[src/sv/assert_macros.svh]
// Assertion helpers for the RTL.
`ifndef ASSERT_MACROS_SVH
`define ASSERT_MACROS_SVH
`ifndef SYNTHESIS
`define ERS_ASSERT(lbl, clk, rst, prop) \
   lbl: assert property (@(posedge clk) disable iff (rst) prop) else $error("%m failed");
`define ERS_ASSERT_NORST(lbl, clk, prop) \
   lbl: assert property (@(posedge clk) prop) else $error("%m failed");
`else
`define ERS_ASSERT(lbl, clk, rst, prop)
`define ERS_ASSERT_NORST(lbl, clk, prop)
`endif
`endif

[src/sv/ers_pkg.sv]
package ers_pkg;

   localparam logic [30:0] SIN_A1 = 31'd1686629713;
   localparam logic [30:0] SIN_A3 = 31'd693598665;
   localparam logic [30:0] SIN_A5 = 31'd85569306;
   localparam logic [30:0] SIN_A7 = 31'd5026995;
   localparam logic [30:0] SIN_A9 = 31'd172271;

   localparam logic [16:0] QUARTER_TURN = 17'h08000;

   localparam logic [2:0] SIN_STEP_SQ  = 3'd0;
   localparam logic [2:0] SIN_STEP_OUT = 3'd5;

   localparam logic [2:0] FUNC_STEP      = 3'd0;
   localparam logic [2:0] FUNC_LOAD_NORM = 3'd1;
   localparam logic [2:0] FUNC_LOAD_COEF = 3'd2;
   localparam logic [2:0] FUNC_SET_POSE  = 3'd3;
   localparam logic [2:0] FUNC_READ_COEF = 3'd4;

   localparam logic [1:0] CSR_STEP_TIME   = 2'd0;
   localparam logic [1:0] CSR_TURN_GAIN   = 2'd1;
   localparam logic [1:0] CSR_EDGE_MARGIN = 2'd2;

   typedef struct packed {
      logic        start;
      logic [16:0] phase;
   } sin_req_type;

   typedef struct packed {
      logic               busy;
      logic               done;
      logic signed [16:0] value;
   } sin_rsp_type;

   // Horner constant from which the product is subtracted at each polynomial step
   function automatic logic [30:0] sin_coef(input logic [2:0] step);
      logic [30:0] c;
      case (step)
         3'd1:    c = SIN_A7;
         3'd2:    c = SIN_A5;
         3'd3:    c = SIN_A3;
         3'd4:    c = SIN_A1;
         default: c = SIN_A9;
      endcase
      return c;
   endfunction

endpackage

[src/sv/ers_sine.sv]
module ers_sine (
   input  logic                 clock,
   input  logic                 reset,
   input  ers_pkg::sin_req_type sin_req,
   output ers_pkg::sin_rsp_type sin_rsp
);

   logic               busy_ff, done_ff, neg_ff;
   logic [2:0]         step_ff;
   logic [30:0]        z_ff, z2_ff, p_ff;
   logic signed [16:0] val_ff;

   logic [15:0] f_in;
   logic [30:0] mul_a, mul_b, sh;
   logic [61:0] prod;
   logic [31:0] rsum;
   logic [16:0] rr;

   always_comb begin
      f_in = {1'b0, sin_req.phase[14:0]};
      if (sin_req.phase[15]) begin
         f_in = 16'h8000 - f_in;
      end
      mul_a = (step_ff == ers_pkg::SIN_STEP_SQ) ? z_ff : p_ff;
      mul_b = (step_ff == ers_pkg::SIN_STEP_SQ || step_ff == ers_pkg::SIN_STEP_OUT) ? z_ff : z2_ff;
      prod  = 62'(mul_a) * 62'(mul_b);
      sh    = prod[60:30];
      rsum  = {1'b0, sh} + 32'd16384;
      rr    = rsum[31:15];
      if (rr > 17'd32768) begin
         rr = 17'd32768;
      end
   end

   always_ff @(posedge clock) begin
      if (reset) begin
         busy_ff <= 1'b0;
         done_ff <= 1'b0;
         step_ff <= ers_pkg::SIN_STEP_SQ;
      end else begin
         done_ff <= 1'b0;
         if (!busy_ff) begin
            if (sin_req.start) begin
               busy_ff <= 1'b1;
               step_ff <= ers_pkg::SIN_STEP_SQ;
               z_ff    <= {f_in, 15'b0};
               neg_ff  <= sin_req.phase[16];
               p_ff    <= ers_pkg::SIN_A9;
            end
         end else begin
            step_ff <= step_ff + 3'd1;
            if (step_ff == ers_pkg::SIN_STEP_SQ) begin
               z2_ff <= sh;
            end else if (step_ff == ers_pkg::SIN_STEP_OUT) begin
               busy_ff <= 1'b0;
               done_ff <= 1'b1;
               val_ff  <= neg_ff ? -$signed(rr) : $signed(rr);
            end else begin
               p_ff <= ers_pkg::sin_coef(step_ff) - sh;
            end
         end
      end
   end

   assign sin_rsp.busy  = busy_ff;
   assign sin_rsp.done  = done_ff;
   assign sin_rsp.value = val_ff;

endmodule

[config.mk]
export PLATFORM = sky130hd
export DESIGN_NAME = ers_sine
export DESIGN_NICKNAME = d
export VERILOG_FILES = /design/src/sv/assert_macros.svh /design/src/sv/ers_pkg.sv /design/src/sv/ers_sine.sv
export SDC_FILE = /design/constraint.sdc
export NUM_CORES = 2
export LEC_CHECK = 0
export ABC_AREA = 1
export ABC_CLOCK_PERIOD_IN_PS = 11400
export BUFFER_PORTS_ARGS = -buffer_cell sky130_fd_sc_hd__buf_4
export CAP_MARGIN = 20
export CORE_MARGIN = 5
export CORE_UTILIZATION = 35
export DETAILED_ROUTE_END_ITERATION = 10
export PLACE_DENSITY_LB_ADDON = 0.08
export SETUP_SLACK_MARGIN = 0.1
export SYNTH_ARGS = -nofsm -noshare
export SYNTH_HDL_FRONTEND = slang
export SYNTH_SLANG_ARGS = --single-unit
[constraint.sdc]
create_clock -name clock -period 11.4 [get_ports clock]
set_input_delay 2.28 -clock clock [delete_from_list [all_inputs] [get_ports clock]]
set_output_delay 2.28 -clock clock [all_outputs]
set_load 0.02 [all_outputs]
==> impl_metrics.toml <==
[clock_network]
cts_hold_buf = 0
clockBufferDepth = 2
clock_tree_from_tritoncts = "done"
cts_clock_pin_slew_for_the_worst_setup_and_hold_paths_ns = 0.08
clkLatencyLatePin_ns = 0.37
cts_buffers = 9
h-tree-depth = 3
clock_sinks = 101
cts_root_buf = "sky130_fd_sc_hd__clkbuf_16"

[worst_setup_path]
worst-setup-path-type = "flip-flop to flip-flop"
timing.reg2reg.setup_slack_ns = 0.66
crit_required_ns = 11.52
worst-path-max-fanout = 14
cpLargestDelayFamily = "adder cells"
worst_path_most_repeated_cell = "sky130_fd_sc_hd__inv_1"
slowest_delay_ns = 0.63
worstPathArrival_ns = 10.86
setup.worst_path.end_class = "flip-flop"
timing.critical_path.buf_inv = 17
start_kind = "flip-flop"
critPathSlowestCell = "sky130_fd_sc_hd__fa_2"

[route]
ant_nets = 0
remaining_drc_errors = 0
routed_length_per_placed_instance_um = 22.1
drt_iter0_markers = 1949
totalWireLength_mm = 138
detailedRoute.firstPassIterationCount = 5
routed_via_density = 4.86
route.vias.total = 30400

[sta]
max_freq_mhz = 93.1
tns_ns = 0
grt_setup_unrepaired = "yes"
final-hold-violation-count = 0
finalSetupViolCount = 0
finClkSkew_ns = 0.0177
timing.max_slew.rel_slack_pct = 35.3
worstMarginPinSlew_ns = 0.968
timing.final.crit_share_pct = 94.2
report.final.slew_viol_count = 0
timing.final.crit_period_ns = 10.74

[die]
floorplan.core_area_um2 = 105000
die_ht_um = 336
io-pin-count = 39
dieArea_um2 = 113000
fp-row-count = 119
dieWidth_um = 336
initial_utilization_pct = 35.3

[logic_synthesis]
yosys-top-cells-area = "sky130_fd_sc_hd__fa_1 45%, sky130_fd_sc_hd__inv_1 10%, sky130_fd_sc_hd__ha_1 9.4%"
yosys.area_share.simple_pct = 18.9
synth.area.mux_share_pct = 0
syn-cell-area_um2 = 37200
adder_and_majority_cell_fraction_of_the_synthesized_area_pct = 54.4
yosysTopAreaCell = "sky130_fd_sc_hd__fa_1"
synth_compound_gate_area_share_pct = 5.16
synth-xor-area-share_pct = 1.13
ys.warnings.count = 0
synthDistinctLibCells = 55
syn_nets = 5724
postSynth.asyncResetShare_pct = 0
sequential_share_of_the_synthesized_area_pct = 8.02
synth_ff_type = "sky130_fd_sc_hd__edfxtp_1"
synth_top_area_share_pct = 45.0
synth_cells = 4588
combinational_family_with_the_most_area_after_synthesis = "adder cells"
synth_enable_flop_cells = 96
synthesized_area_per_cell_um2 = 8.11
synth_seq_cells = 101

[placed_design]
replace_congestion = 0.978
dp_hpwl_mm = 122
io_buffers = 38
detailed_place.area_um2 = 41600

[cells_and_area]
layout.cells.most_common = "sky130_fd_sc_hd__inv_1"
fill_cell_total_of_the_finished_layout = 11100
drive_gt1_share_pct = 11.2
mostFrequentLayoutCells = "1033 x sky130_fd_sc_hd__inv_1, 865 x sky130_fd_sc_hd__nand2_1, 834 x sky130_fd_sc_hd__fa_1, 700 x sky130_fd_sc_hd__nor2_1, 370 x sky130_fd_sc_hd__buf_4"
net_total_in_the_final_layout = 5991
post_route_cell_area_um2 = 42100
insertedDiodeCount = 0
area_delta_synth_final_pct = 13.2

[grt]
grt_antenna_before_repair = 4
globalRoute.totalOverflow = 0
grt_pass1_vias = 32500
grt_start_max_net_pins = 34
grt_first_pass_wirelength_mm = 210
track_usage_pct = 24.9

[flow_run]
number_of_max_capacitance_violations_reported = 0

[run_status]
outcome = "finished, final reports clean"

[hold_path]
holdCritPathClass = "flip-flop to flip-flop"
-- cell families (layout without fill, tap and decap cells) --
family          after synthesis  after routing
xor+xnor                     47             47
flops                       101            101
simple gates               1755           1755
buf+inv                    1223           1495
compound gates              346            346
fa+ha+maj                  1116           1116
-- cell type report --
class,count,area (µm²),share of cell area [%]
Timing Repair Buffer,395,3230,7.66
Inverter,1084,4100,9.74
Tap cell,1391,1740,4.13
Sequential cell,101,2980,7.08
Clock inverter,7,66.3,0.157
Clock buffer,9,225,0.535
Multi-Input combinational cell,3264,29800,70.7
-- tightest hold or removal path, delay by kind of cell, from the launching register on --
family | cells | cell delay [ns]
DFF | 1 | 0.39
AOI/OAI and AO/OA | 1 | 0.08
and+or+nand+nor | 1 | 0.08
-- per-layer routing --
metal / vias to the layer above / part of all wire (%) / GRT usage (%)
met4: 0 / 1.5 / 3.40
met5: - / 0 / 0
met3: 89 / 5.4 / 2.81
li1: 14000 / - / -
met1: 15500 / 46 / 35.8
met2: 709 / 47 / 42.0
-- cells in the mapped netlist, types with 4 or more instances --
cell,count
sky130_fd_sc_hd__nor4_1,13
sky130_fd_sc_hd__nand3_2,4
sky130_fd_sc_hd__nand2_1,866
sky130_fd_sc_hd__or2_2,19
sky130_fd_sc_hd__a211oi_1,4
sky130_fd_sc_hd__inv_2,7
sky130_fd_sc_hd__nand2_4,4
sky130_fd_sc_hd__fa_1,836
sky130_fd_sc_hd__o21bai_1,16
sky130_fd_sc_hd__nand4_1,7
sky130_fd_sc_hd__a21oi_1,147
sky130_fd_sc_hd__nand2_2,21
sky130_fd_sc_hd__ha_1,280
sky130_fd_sc_hd__nor3_1,18
sky130_fd_sc_hd__nand3b_1,5
sky130_fd_sc_hd__nor2_1,706
sky130_fd_sc_hd__a31o_2,8
sky130_fd_sc_hd__a21o_1,10
sky130_fd_sc_hd__clkbuf_1,127
sky130_fd_sc_hd__nor2_4,4
sky130_fd_sc_hd__o21ai_0,118
sky130_fd_sc_hd__edfxtp_1,96
sky130_fd_sc_hd__dfxtp_1,5
sky130_fd_sc_hd__o21a_1,9
sky130_fd_sc_hd__clkinv_1,37
sky130_fd_sc_hd__buf_1,6
sky130_fd_sc_hd__o21ai_1,15
sky130_fd_sc_hd__nand3_1,68
sky130_fd_sc_hd__nor2_2,6
sky130_fd_sc_hd__o31ai_1,6
sky130_fd_sc_hd__xnor2_1,17
sky130_fd_sc_hd__inv_1,1039
sky130_fd_sc_hd__xor2_1,29
-- stage by stage --
step | utilization [%] | hold WS, ns | setup WS [ns] | cells
floorplan | - | 0.518 | 1.34 | 4588
global placement | 39.4 | 0.545 | -0.0242 | 6223
detailed placement | 39.4 | 0.565 | 0.122 | 6224
CTS | 39.7 | 0.580 | 0.117 | 6243
global route | 40.0 | 0.626 | 0.0261 | 6251
finish | 40.0 | 0.586 | 0.662 | 6251
-- flip-flops by register name (all words and copies together) (netlist names) --
register  cells
done_ff       1
z_ff         16
neg_ff        1
p_ff         31
z2_ff        31
step_ff       3
val_ff       17
busy_ff       1
-- final timing paths --
path	cells after the start	end	from
setup / recovery	53	p_ff[26]$_SDFFCE_PN0P_	step_ff[0]$_SDFFE_PP0N_
hold / removal	2	step_ff[1]$_SDFFE_PP0N_	step_ff[1]$_SDFFE_PP0N_
setup reg to reg	53	p_ff[26]$_SDFFCE_PN0P_	step_ff[0]$_SDFFE_PP0N_
hold reg to reg	2	step_ff[1]$_SDFFE_PP0N_	step_ff[1]$_SDFFE_PP0N_
-- repair_timing --
action	in CTS	in global routing
gates resized for setup	4	56
pin swaps	0	1
endpoints found under the setup margin	4	27
setup buffers	3	8
Power is not shown: default switching activity piles up to over one toggle a cycle in this logic, so the estimate is an artifact.
